<file path="config.mk">
export PLATFORM = sky130hd
export DESIGN_NAME = antialiased_line_walker_unit
export DESIGN_NICKNAME = d
export VERILOG_FILES = /design/src/rtl/alw_pkg.sv /design/src/rtl/alw_controller.sv /design/src/rtl/alw_datapath.sv /design/src/rtl/antialiased_line_walker_unit.sv
export SDC_FILE = /design/constraint.sdc
export NUM_CORES = 1
export LEC_CHECK = 0
export BUFFER_PORTS_ARGS = -buffer_cell sky130_fd_sc_hd__buf_2
export CORE_UTILIZATION = 55
export DETAILED_ROUTE_END_ITERATION = 16
export PLACE_DENSITY = 0.78
export RECOVER_POWER = 25
export SYNTH_ARGS = -nofsm -noshare
export SYNTH_HDL_FRONTEND = slang
export SYNTH_HIERARCHICAL = 1
export SYNTH_SLANG_ARGS = --single-unit
</file>
<file path="constraint.sdc">
create_clock -name clk -period 12.3 [get_ports clk]
set_input_delay 2.46 -clock clk [delete_from_list [all_inputs] [get_ports clk]]
set_output_delay 2.46 -clock clk [all_outputs]
set_load 0.005 [all_outputs]
</file>
<file path="src/rtl/alw_pkg.sv">
// Package for the anti-aliased line walker: beat types, controller/datapath
// command and status structs, and fixed widths and codes.
// Depends on nothing; every other file of the block imports it.
package alw_pkg;

    localparam int COORD_BITS = 12;
    localparam int DIM_W      = 11;
    localparam int ADDR_W     = 20;
    localparam int SHADE_W    = 8;
    localparam int CFG_IDX_W  = 1;

    localparam logic CMD_START = 1'b0;
    localparam logic CMD_STEP  = 1'b1;

    localparam logic [CFG_IDX_W-1:0] REG_BUFFER_WIDTH  = 1'b0;
    localparam logic [CFG_IDX_W-1:0] REG_BUFFER_HEIGHT = 1'b1;

    localparam logic [DIM_W-1:0] BUFFER_WIDTH_RESET  = 11'd384;
    localparam logic [DIM_W-1:0] BUFFER_HEIGHT_RESET = 11'd256;

    typedef struct packed {
        logic                          cmd;
        logic signed [COORD_BITS-1:0]  start_x;
        logic signed [COORD_BITS-1:0]  start_y;
        logic signed [COORD_BITS-1:0]  end_x;
        logic signed [COORD_BITS-1:0]  end_y;
        logic [3:0]                    shade_shift;
    } in_beat_t;

    typedef struct packed {
        logic [ADDR_W-1:0]  pixel_address;
        logic               far_is_below;
        logic [SHADE_W-1:0] near_shade;
        logic [SHADE_W-1:0] far_shade;
        logic               write_enable;
        logic               last;
    } out_beat_t;

    typedef struct packed {
        logic load;
        logic div_step;
        logic div_done;
        logic emit;
    } alw_cmd_t;

    typedef struct packed {
        logic degenerate;
        logic line_active;
    } alw_status_t;

endpackage

</file>
<file path="src/rtl/alw_controller.sv">
// Controller of the line walker: handshake control, divide sequencing and
// the output valid flag. Depends on alw_pkg; drives alw_datapath commands.
module alw_controller
    import alw_pkg::*;
#(
    parameter int FRACTION_BITS = 8
)
(
    input  logic        clk,
    input  logic        rst_n,
    input  logic        in_valid,
    output logic        in_ready,
    input  logic        in_cmd,
    output logic        out_valid,
    input  logic        out_ready,
    input  alw_status_t status,
    output alw_cmd_t    cmd
);

    localparam int CNT_W = $clog2(FRACTION_BITS + 1);

    localparam logic ST_IDLE   = 1'b0;
    localparam logic ST_DIVIDE = 1'b1;

    logic             state_reg, state_next;
    logic [CNT_W-1:0] count_reg, count_next;
    logic             out_valid_reg, out_valid_next;
    logic             accept;
    logic             count_last;

    assign in_ready   = (state_reg == ST_IDLE) && (!out_valid_reg || out_ready);
    assign accept     = in_valid && in_ready;
    assign count_last = (count_reg == CNT_W'(FRACTION_BITS));
    assign out_valid  = out_valid_reg;

    always_comb
    begin
        cmd.load     = accept && (in_cmd == CMD_START);
        cmd.emit     = accept && (in_cmd == CMD_STEP) && status.line_active;
        cmd.div_step = (state_reg == ST_DIVIDE);
        cmd.div_done = (state_reg == ST_DIVIDE) && count_last;
    end

    always_comb
    begin
        state_next = state_reg;
        count_next = count_reg;
        unique case (state_reg)
            ST_IDLE:
            begin
                if (cmd.load && !status.degenerate)
                begin
                    state_next = ST_DIVIDE;
                    count_next = '0;
                end
            end
            ST_DIVIDE:
            begin
                count_next = count_reg + CNT_W'(1);
                if (count_last)
                begin
                    state_next = ST_IDLE;
                end
            end
            default:
            begin
                state_next = ST_IDLE;
            end
        endcase
    end

    always_comb
    begin
        out_valid_next = out_valid_reg;
        if (cmd.emit)
        begin
            out_valid_next = 1'b1;
        end
        else if (out_ready)
        begin
            out_valid_next = 1'b0;
        end
    end

    always_ff @(posedge clk or negedge rst_n)
    begin
        if (!rst_n)
        begin
            state_reg     <= ST_IDLE;
            count_reg     <= '0;
            out_valid_reg <= 1'b0;
        end
        else
        begin
            state_reg     <= state_next;
            count_reg     <= count_next;
            out_valid_reg <= out_valid_next;
        end
    end

endmodule

</file>
<file path="src/rtl/alw_datapath.sv">
// Datapath of the line walker: buffer size registers, endpoint ordering,
// restoring slope divider, minor-axis accumulator and pixel beat register.
// Depends on alw_pkg; sequenced by alw_controller.
module alw_datapath
    import alw_pkg::*;
#(
    parameter int FRACTION_BITS = 8
)
(
    input  logic                 clk,
    input  logic                 rst_n,
    input  logic                 cfg_we,
    input  logic [CFG_IDX_W-1:0] cfg_index,
    input  logic [DIM_W-1:0]     cfg_data,
    input  in_beat_t             in_data,
    input  alw_cmd_t             cmd,
    output alw_status_t          status,
    output out_beat_t            out_data
);

    localparam int MAG_W   = COORD_BITS + 1;
    localparam int REM_W   = COORD_BITS + 2;
    localparam int Q_W     = FRACTION_BITS + 1;
    localparam int SLOPE_W = FRACTION_BITS + 2;
    localparam int ACC_W   = COORD_BITS + FRACTION_BITS + 2;
    localparam int MIN_W   = ACC_W - FRACTION_BITS;
    localparam int CMP_W   = (MIN_W + 1 > DIM_W + 2) ? MIN_W + 1 : DIM_W + 2;
    localparam int SH_W    = (FRACTION_BITS > SHADE_W) ? FRACTION_BITS : SHADE_W;
    localparam int PROD_W  = 2 * DIM_W;

    logic [DIM_W-1:0]             width_reg, width_next;
    logic [DIM_W-1:0]             height_reg, height_next;
    logic                         active_reg, active_next;
    logic                         x_major_reg, x_major_next;
    logic signed [COORD_BITS-1:0] pos_reg, pos_next;
    logic signed [COORD_BITS-1:0] end_reg, end_next;
    logic signed [ACC_W-1:0]      acc_reg, acc_next;
    logic signed [SLOPE_W-1:0]    slope_reg, slope_next;
    logic [3:0]                   shift_reg, shift_next;
    logic [MAG_W-1:0]             divisor_reg, divisor_next;
    logic [REM_W-1:0]             rem_reg, rem_next;
    logic [Q_W-1:0]               quo_reg, quo_next;
    logic                         neg_reg, neg_next;
    out_beat_t                    out_reg, out_next;

    logic signed [MAG_W-1:0]      dx, dy;
    logic [MAG_W-1:0]             adx, ady;
    logic                         x_major_in;
    logic                         swap;
    logic signed [COORD_BITS-1:0] major_lo, major_hi, minor_start;

    logic                         ge;
    logic [REM_W-1:0]             rem_sub;
    logic [Q_W-1:0]               quo_shift;
    logic signed [SLOPE_W-1:0]    slope_pos;

    logic signed [MIN_W-1:0]      minor;
    logic [FRACTION_BITS-1:0]     frac;
    logic signed [CMP_W-1:0]      row_c, col_c, w_c, h_c;
    logic                         en;
    logic [PROD_W-1:0]            addr_full;
    logic [SH_W-1:0]              near_raw, far_raw;
    logic signed [COORD_BITS-1:0] pos_plus;
    logic                         is_last;
    out_beat_t                    beat;

    always_comb
    begin
        dx = MAG_W'(in_data.end_x) - MAG_W'(in_data.start_x);
        dy = MAG_W'(in_data.end_y) - MAG_W'(in_data.start_y);
        adx = dx[MAG_W-1] ? MAG_W'(-dx) : MAG_W'(dx);
        ady = dy[MAG_W-1] ? MAG_W'(-dy) : MAG_W'(dy);
        x_major_in = (ady < adx);
        if (x_major_in)
        begin
            swap        = (in_data.start_x > in_data.end_x);
            major_lo    = swap ? in_data.end_x : in_data.start_x;
            major_hi    = swap ? in_data.start_x : in_data.end_x;
            minor_start = swap ? in_data.end_y : in_data.start_y;
        end
        else
        begin
            swap        = (in_data.start_y > in_data.end_y);
            major_lo    = swap ? in_data.end_y : in_data.start_y;
            major_hi    = swap ? in_data.start_y : in_data.end_y;
            minor_start = swap ? in_data.end_x : in_data.start_x;
        end
    end

    assign status.degenerate  = (dx == '0) && (dy == '0);
    assign status.line_active = active_reg;

    always_comb
    begin
        ge        = (rem_reg >= REM_W'(divisor_reg));
        rem_sub   = ge ? (rem_reg - REM_W'(divisor_reg)) : rem_reg;
        quo_shift = {quo_reg[Q_W-2:0], ge};
        slope_pos = SLOPE_W'(quo_shift);
    end

    always_comb
    begin
        minor    = acc_reg[ACC_W-1:FRACTION_BITS];
        frac     = acc_reg[FRACTION_BITS-1:0];
        w_c      = CMP_W'(width_reg);
        h_c      = CMP_W'(height_reg);
        pos_plus = pos_reg + COORD_BITS'(1);
        is_last  = (pos_plus == end_reg);
        if (x_major_reg)
        begin
            col_c = CMP_W'(pos_reg);
            row_c = CMP_W'(minor);
            en    = (col_c >= 0) && (col_c < w_c) && (row_c >= 0) && (row_c < h_c - 1);
        end
        else
        begin
            row_c = CMP_W'(pos_reg);
            col_c = CMP_W'(minor);
            en    = (row_c >= 0) && (row_c < h_c) && (col_c >= 0) && (col_c < w_c - 1);
        end
        addr_full = PROD_W'(row_c[DIM_W-1:0]) * PROD_W'(width_reg)
                    + PROD_W'(col_c[DIM_W-1:0]);
        near_raw  = SH_W'(~frac) >> shift_reg;
        far_raw   = SH_W'(frac) >> shift_reg;

        beat.pixel_address = en ? addr_full[ADDR_W-1:0] : '0;
        beat.far_is_below  = x_major_reg;
        beat.near_shade    = (near_raw > SH_W'(255)) ? 8'hFF : near_raw[SHADE_W-1:0];
        beat.far_shade     = (far_raw > SH_W'(255)) ? 8'hFF : far_raw[SHADE_W-1:0];
        beat.write_enable  = en;
        beat.last          = is_last;
    end

    always_comb
    begin
        width_next   = width_reg;
        height_next  = height_reg;
        active_next  = active_reg;
        x_major_next = x_major_reg;
        pos_next     = pos_reg;
        end_next     = end_reg;
        acc_next     = acc_reg;
        slope_next   = slope_reg;
        shift_next   = shift_reg;
        divisor_next = divisor_reg;
        rem_next     = rem_reg;
        quo_next     = quo_reg;
        neg_next     = neg_reg;
        out_next     = out_reg;

        if (cfg_we)
        begin
            unique case (cfg_index)
                REG_BUFFER_WIDTH:  width_next  = cfg_data;
                REG_BUFFER_HEIGHT: height_next = cfg_data;
                default:           ;
            endcase
        end

        if (cmd.load)
        begin
            active_next  = 1'b0;
            shift_next   = in_data.shade_shift;
            x_major_next = x_major_in;
            pos_next     = major_lo;
            end_next     = major_hi;
            acc_next     = {{(ACC_W - COORD_BITS - FRACTION_BITS){minor_start[COORD_BITS-1]}},
                            minor_start, {FRACTION_BITS{1'b0}}};
            divisor_next = x_major_in ? adx : ady;
            rem_next     = REM_W'(x_major_in ? ady : adx);
            quo_next     = '0;
            neg_next     = dx[MAG_W-1] ^ dy[MAG_W-1];
        end

        if (cmd.div_step)
        begin
            rem_next = {rem_sub[REM_W-2:0], 1'b0};
            quo_next = quo_shift;
        end

        if (cmd.div_done)
        begin
            slope_next  = neg_reg ? -slope_pos : slope_pos;
            active_next = 1'b1;
        end

        if (cmd.emit)
        begin
            out_next    = beat;
            acc_next    = acc_reg + ACC_W'(slope_reg);
            pos_next    = pos_plus;
            active_next = !is_last;
        end
    end

    always_ff @(posedge clk or negedge rst_n)
    begin
        if (!rst_n)
        begin
            width_reg  <= BUFFER_WIDTH_RESET;
            height_reg <= BUFFER_HEIGHT_RESET;
            active_reg <= 1'b0;
        end
        else
        begin
            width_reg  <= width_next;
            height_reg <= height_next;
            active_reg <= active_next;
        end
    end

    always_ff @(posedge clk)
    begin
        x_major_reg <= x_major_next;
        pos_reg     <= pos_next;
        end_reg     <= end_next;
        acc_reg     <= acc_next;
        slope_reg   <= slope_next;
        shift_reg   <= shift_next;
        divisor_reg <= divisor_next;
        rem_reg     <= rem_next;
        quo_reg     <= quo_next;
        neg_reg     <= neg_next;
        out_reg     <= out_next;
    end

    assign out_data = out_reg;

endmodule

</file>
<file path="src/rtl/antialiased_line_walker_unit.sv">
// Top level of the anti-aliased line walker: joins controller and datapath.
// Depends on alw_pkg, alw_controller and alw_datapath.
//
// Input channel (in_valid/in_ready/in_data): a start beat (cmd start) loads
// two endpoints and a shade shift; a step beat (cmd step) emits the next
// pixel pair of the active line. Output channel (out_valid/out_ready/out_data)
// carries one beat per step taken while a line is active: near pixel address,
// far pixel direction, both shades, clip write enable and a last flag.
// Steps while no line is active and start beats produce no output beat.
// A step beat is accepted every cycle while no divide runs and the output
// register is empty or being taken; its output beat is registered and valid
// in the next cycle. A start beat with distinct endpoints runs a restoring
// divider after acceptance, and no beat is accepted until it finishes.
// The single output register lets a new step enter in the same cycle as the
// pending beat is taken; while out_valid is high and out_ready low, in_ready
// stays low. Reset clears the line, the output flag and sets the buffer
// size registers to 384 by 256. cfg_we writes a buffer size register at once.
module antialiased_line_walker_unit
    import alw_pkg::*;
#(
    parameter int FRACTION_BITS = 8
)
(
    input  logic                 clk,
    input  logic                 rst_n,
    input  logic                 cfg_we,
    input  logic [CFG_IDX_W-1:0] cfg_index,
    input  logic [DIM_W-1:0]     cfg_data,
    input  logic                 in_valid,
    output logic                 in_ready,
    input  in_beat_t             in_data,
    output logic                 out_valid,
    input  logic                 out_ready,
    output out_beat_t            out_data
);

    alw_cmd_t    cmd;
    alw_status_t status;

    alw_controller #(
        .FRACTION_BITS (FRACTION_BITS)
    ) u_controller (
        .clk       (clk),
        .rst_n     (rst_n),
        .in_valid  (in_valid),
        .in_ready  (in_ready),
        .in_cmd    (in_data.cmd),
        .out_valid (out_valid),
        .out_ready (out_ready),
        .status    (status),
        .cmd       (cmd)
    );

    alw_datapath #(
        .FRACTION_BITS (FRACTION_BITS)
    ) u_datapath (
        .clk       (clk),
        .rst_n     (rst_n),
        .cfg_we    (cfg_we),
        .cfg_index (cfg_index),
        .cfg_data  (cfg_data),
        .in_data   (in_data),
        .cmd       (cmd),
        .status    (status),
        .out_data  (out_data)
    );

endmodule

</file>
Yosys cells after proc, flatten, opt, wreduce, memory -nomap -nowiden
Index checks and enable logic that the tools add are counted.

Output and inout bits: 41. Bits in registers: 165. Input port bits: 70.

Reductions and logical operators: 26. $mul: 1. Add/sub/neg operators: 12. Order comparisons: 12. Equality and inequality tests: 3. Mux-type cells: 36. Bitwise gates (word level): 5. Shift operators: 2.

Operators by type and width (number): 12-bit two-way mux (11); 13-bit two-way mux (5); 22-bit two-way mux (2); 14-bit by 12-bit less-than comparator with 1-bit output (2); 14-bit two-way mux (2); 13-bit zero test (2); 13-bit negation (2); 12-bit by 12-bit subtractor with 13-bit output (2); 12-bit > comparator (2); 12-bit less-than comparator (2); 11-bit by 1-bit subtractor with 12-bit output (second input constant) (2); 22-bit by 10-bit adder with 22-bit output (1); 11-bit two-way mux (2); 20-bit by 11-bit adder with 20-bit output (1); 11-bit by 11-bit multiplier with 20-bit output (1); 8-bit > comparator (second input constant) (2); 8-bit two-way mux (2); 8-bit by 4-bit right shift with 8-bit output (2); 14-bit by 1-bit >= comparator with 1-bit output (second input constant) (1); 14-bit by 13-bit >= comparator with 1-bit output (1); 1-bit logical AND (14); 13-bit less-than comparator (1); 13-bit subtractor (1); 12-bit by 2-bit adder with 12-bit output (second input constant) (1); 19 further kinds (33).

Depth between registers and ports, before layout
Depth in word-level cells: 8. Gate-level depth with buffers: 28. Gate-level depth less buffers: 25.

Hierarchy
Netlist, hierarchy kept.

Modules (own cells, without submodules): alw_datapath (times used 1, seq. area each 4653.2 um^2, area an instance 17028.8 um^2, cells an instance 1808); alw_controller (times used 1, seq. area each 150.1 um^2, area an instance 366.6 um^2, cells an instance 34).

Worst setup path after synthesis
No wires, ideal clock.

Kind: in2reg. From: input in_data[4] (netlist bit). To: register u_datapath.acc_reg[13], data pin. Data arrival time: 6.344 ns. Setup time: 0.278 ns. Slack: 5.678 ns. Stages: 24. Cells stage by stage: inv_1 > ha_1 > fa_1 > nand2b_1 > a21oi_1 > o31ai_1 > a21o_1 > nor3b_1 > a211oi_2 > clkbuf_1 > o21ai_0 > xnor2_1 > ha_1 > nand2_1 > a21oi_1 > a211oi_1 > o21ai_0 > a211oi_1 > o21ai_0 > a31oi_1 > o21ai_2 > clkbuf_1 > a2111oi_0 > a221oi_1.

Cells in the longest elaborated chain, start to end: 7.

Ends and longest elaborated chain: start: declaration (line antialiased_line_walker_unit.sv:31) `input in_beat_t in_data,`; 12-bit by 12-bit subtractor with 13-bit output (line alw_datapath.sv:70) `dy = MAG_W'(in_data.end_y) - MAG_W'(in_data.start_y);`; 13-bit negation (line alw_datapath.sv:72) `ady = dy[MAG_W-1] ? MAG_W'(-dy) : MAG_W'(dy);`; 13-bit two-way mux (line alw_datapath.sv:72); 13-bit less-than comparator (line alw_datapath.sv:73) `x_major_in = (ady < adx);`; 12-bit two-way mux (*) (line alw_datapath.sv:74) `if (x_major_in)`; 22-bit two-way mux (*) (line alw_datapath.sv:160) `if (cmd.load)`; 22-bit two-way mux (*) (line alw_datapath.sv:187) `if (cmd.emit)`; via u_datapath.acc_next[13] (line alw_datapath.sv:37) `logic signed [ACC_W-1:0] acc_reg, acc_next;`; end signal: assignment (line alw_datapath.sv:217) `acc_reg <= acc_next;`; end: declaration (line alw_datapath.sv:37).

The timed path passes the listed nets; every way through them passes the cells marked *. The select of a mux whose other input is x is not followed. A chain may end at the register's enable or synchronous reset.

Worst setup path in the final report
From: input in_data[4] (netlist bit). To: register u_datapath.pos_reg[2], data pin.

Cells in the longest elaborated chain, start to end: 7.

Ends and longest elaborated chain: 12-bit by 12-bit subtractor with 13-bit output (line alw_datapath.sv:70); 13-bit negation (line alw_datapath.sv:72); 13-bit two-way mux (line alw_datapath.sv:72); 13-bit less-than comparator (line alw_datapath.sv:73); 12-bit two-way mux (*) (line alw_datapath.sv:74); 12-bit two-way mux (*) (line alw_datapath.sv:160); 12-bit two-way mux (*) (line alw_datapath.sv:187); via u_datapath.pos_next[2] (line alw_datapath.sv:35) `logic signed [COORD_BITS-1:0] pos_reg, pos_next;`; end signal: assignment (line alw_datapath.sv:215) `pos_reg <= pos_next;`; end: declaration (line alw_datapath.sv:35).

Marks and branches as above.

==> reports/metrics.csv <==
stage,metric,value,unit
yosys,Mapped Nets,2182,
detailed_routing,drt first pass iters,13,
place,GPL Wtd Cong,0.9829,
clocking,post-CTS sizing,0,
timing,Hold Fails Final Rpt,0,
detailed_routing,via count,13570,
power,power per cell area,254.6,nW/µm²
clocking,Sinks on Clock Net,165,
clocking,number of buffers created by CTS,17,
setup_path,WP data required,12.44,ns
yosys,Yosys Warn Count,6,
detailed_routing,DRC Markers,9,
yosys,ys async rst share,17.58,%
detailed_routing,number of DRC markers in iteration 0,970,
setup_path,R2R Path Start,u_datapath/x_major_reg,
floorplan,io pins,111,
timing,RSZ-0062 raised after global routing,no,
setup_path,CP max FO,47,
timing,Slew Limit Fails,99,
setup_path,Critical path origin,in_data[4],
setup_path,Critical Path Source Type,input port,
detailed_routing,vias per cell,5.851,
yosys,syn_area_per_cell,9.444,µm²
final_layout,# fillers,2544,
final_layout,share of layout cells above drive strength 1,11.02,%
grt,met3 Use GR,3.383,%
grt,vias in the first global route,13490,
status,failing checks,"DRC, capacitance limit, slew limit",
timing,f_max,132.9,MHz
grt,met2 global-route usage,44.67,%
setup_path,Worst Path Arrival,7.66,ns
yosys,Seq cells post-synth,165,
grt,busiest grt layer,met2,
place,post-detail-place hpwl,32.48,mm
clocking,Post-CTS Setup Inserts,0,
final_layout,Nets,2250,
timing,final hold slack,0.4919,ns
setup_path,Setup CP Type,in2reg,
grt,Tot GR Track Use,26.32,%
final_layout,Largest register FFs,39,
grt,largest net degree at the start of global routing,85,
grt,first-pass GRT wire length,67.91,mm
setup_path,"most used cell, CP",o21ai_0,
setup_path,max incr delay on CP,0.94,ns
timing,final period demand of the worst path,7.522,ns
timing,Slew HR,-24.21,%
worst_hold_path,Hold Crit Start,u_datapath/rem_reg[0],
run,max-cap violations,3,
setup_path,kind of end point of the critical path,flop,
timing,setup violators final,0,
clocking,CTS Hold Buffers Added,0,
clocking,later-pin clock latency in the skew report,0.46,ns
worst_hold_path,HP Class,reg2reg,
yosys,Post-Syn Area,17400,µm²
yosys,post-synthesis sequential area ratio,27.61,%
yosys,cell count after synthesis,1842,
status,status,"finished, violations left",
floorplan,Initial Util,56.42,%
clocking,CTS Buffer Depth,2,
detailed_routing,DR WL/cell,17.97,µm
power,VDD IR-drop max,0.0002072,V
floorplan,Die Y,179.8,µm
power,Static Leak,0.008550,µW
setup_path,CP cell instances,buf_2 > inv_1 > ha_1 > fa_1 > nand2b_1 > a21oi_1 > o31ai_1 > a21o_1 > nor3b_1 > a211oi_2 > o21ai_0 > xnor2_1 > ha_1 > nand2_1 > a21oi_1 > a211oi_1 > o21ai_0 > a211oi_1 > o21ai_0 > a31oi_1 > o21ai_4 > buf_4 > a2111oi_0 > a221oi_1,
floorplan,die width,179.8,µm
timing,setup_tns,0,ns
final_layout,P&R area growth vs syn,8.149,%
clocking,CTS tree,done,
floorplan,die area,32340,µm²
detailed_routing,ANT nets after route,0,
final_layout,design area,18810,µm²
detailed_routing,routed wire length,41.68,mm
timing,Setup Skew,0.01488,ns
clocking,Clock Root Buffer,clkbuf_16,
yosys,number of library cell types mapped by synthesis,82,
yosys,"EDFF count, synth",135,
timing,final period utilization,61.16,%
setup_path,"Slowest-stage cell, CP",a211oi_2,
place,port bufs,110,
grt,GRT overflow,0,
clocking,H-tree Lvls,4,
floorplan,FP Rows,64,
timing,Least-Margin Pin Slew,1.863,ns
place,"Cell Area, Placed",18240,µm²
final_layout,Final Util,61.02,%
clocking,clk slew on worst S/H paths,0.08,ns
yosys,Synth Flop Type,edfxtp_1,
floorplan,CORE AREA,30830,µm²
grt,met1 Usage GRT,34.56,%
grt,initial antenna violation count,0,
final_layout,Antenna Cells,0,
-- synthesized netlist by cell type (10+ instances only) --
| library cell | n | area [µm²] |
|---|---|---|
| o21ai_1 | 21 | 105.1 |
| nand2_1 | 168 | 630.6 |
| nand3_1 | 26 | 130.1 |
| mux2_1 | 15 | 168.9 |
| nand2b_1 | 30 | 187.7 |
| a21o_1 | 27 | 202.7 |
| a21oi_1 | 88 | 440.4 |
| a211oi_1 | 27 | 202.7 |
| fa_1 | 94 | 1882 |
| o21a_1 | 18 | 135.1 |
| a2111oi_0 | 10 | 87.58 |
| o21ai_0 | 73 | 365.4 |
| inv_1 | 226 | 848.3 |
| and2_1 | 73 | 456.7 |
| nor2_1 | 79 | 296.5 |
| ha_1 | 176 | 2202 |
| xnor2_1 | 86 | 753.2 |
| dfrtp_1 | 26 | 650.6 |
| edfxtp_1 | 135 | 4054 |
| nor2b_1 | 41 | 256.5 |
| nor3_1 | 24 | 120.1 |
| mux2_2 | 40 | 450.4 |
| o31ai_1 | 12 | 90.09 |
| xor2_1 | 40 | 350.3 |
| mux2i_1 | 76 | 760.7 |
| clkbuf_1 | 57 | 214.0 |
-- worst paths after layout --
path / end / slack, ns / cells after the start
max reg2reg: u_datapath/out_data[38] / 5.17 / 24
min reg2reg: u_datapath/rem_reg[0] / 0.49 / 2
max in group asynchronous: u_datapath/width_reg[6] / 8.89 / 1
min: u_datapath/rem_reg[0] / 0.49 / 2
max: u_datapath/pos_reg[2] / 4.78 / 24
min in group asynchronous: u_datapath/width_reg[10] / 2.44 / 1
-- layout make-up --
type | count | area, µm² | area share (%)
Clock buffer | 18 | 439.2 | 2.334
Clock inverter | 14 | 150.1 | 0.7981
Inverter | 226 | 848.3 | 4.509
Multi-Input combinational cell | 1378 | 11450 | 60.85
Sequential cell | 165 | 4803 | 25.53
Tap cell | 396 | 495.5 | 2.634
Timing Repair Buffer | 122 | 628.1 | 3.339
-- layer usage --
metal / up-vias / part of all wire, %
met5: - / 0
li1: 6508 / -
met4: 0 / 2.5
met2: 452 / 48
met3: 72 / 5.1
met1: 6537 / 45
-- metrics by stage --
step / setup WS, ns / total power, µW / std cells
after global routing: 4.415 / 5305 / 2319
after global placement: 4.592 / 4088 / 2287
final: 4.778 / 4790 / 2319
after detailed placement: 4.438 / 4225 / 2287
after floorplan: 5.678 / 3547 / 1842
after CTS: 4.894 / 4796 / 2319
-- where the power goes --
group          total [µW]  switching [µW]  internal [µW]
Combinational        3340            1890           1450
Sequential            913             114            799
Clock                 537             260            277
Total                4790            2270           2520
-- kinds of logic (layout without fill, tap and decap cells) --
family	Yosys count	in the layout	synth area share [%]
adder cells (fa/ha/maj)	270	270	23.48
AO/OA/AOI/OAI	347	347	12.98
multiplexers	133	133	8.192
AND/OR/NAND/NOR	500	500	14.47
XOR/XNOR	128	128	6.531
buffers and inverters	299	380	6.740
flip-flops	165	165	27.61
-- worst max-delay path, delay by kind of cell --
family / cells / cell delay [ns]
AO/OA/AOI/OAI: 14 / 3.42
XOR/XNOR: 1 / 0.33
buffers and inverters: 3 / 0.47
adder cells (fa/ha/maj): 3 / 0.69
AND/OR/NAND/NOR: 3 / 0.26
-- cells in the final DEF (no fill, tap or decap), drive strengths merged, types with 18 or more instances in the layout --
| master | netlist | final |
|---|---|---|
| inv | 226 | 235 |
| a21o | 27 | 27 |
| buf | 16 | 118 |
| nand3 | 26 | 26 |
| mux2 | 55 | 55 |
| clkbuf | 57 | 22 |
| nor3 | 24 | 24 |
| xnor2 | 87 | 87 |
| a211oi | 28 | 28 |
| ha | 176 | 176 |
| nor2b | 42 | 42 |
| o21ai | 95 | 95 |
| mux2i | 76 | 76 |
| dfrtp | 26 | 26 |
| edfxtp | 135 | 135 |
| o21a | 18 | 18 |
| and2 | 73 | 73 |
| fa | 94 | 94 |
| a21oi | 88 | 88 |
| xor2 | 41 | 41 |
| nand2 | 168 | 168 |
| nand2b | 30 | 30 |
| nor2 | 80 | 80 |
No activity file was read; power rests on OpenSTA's default activity.
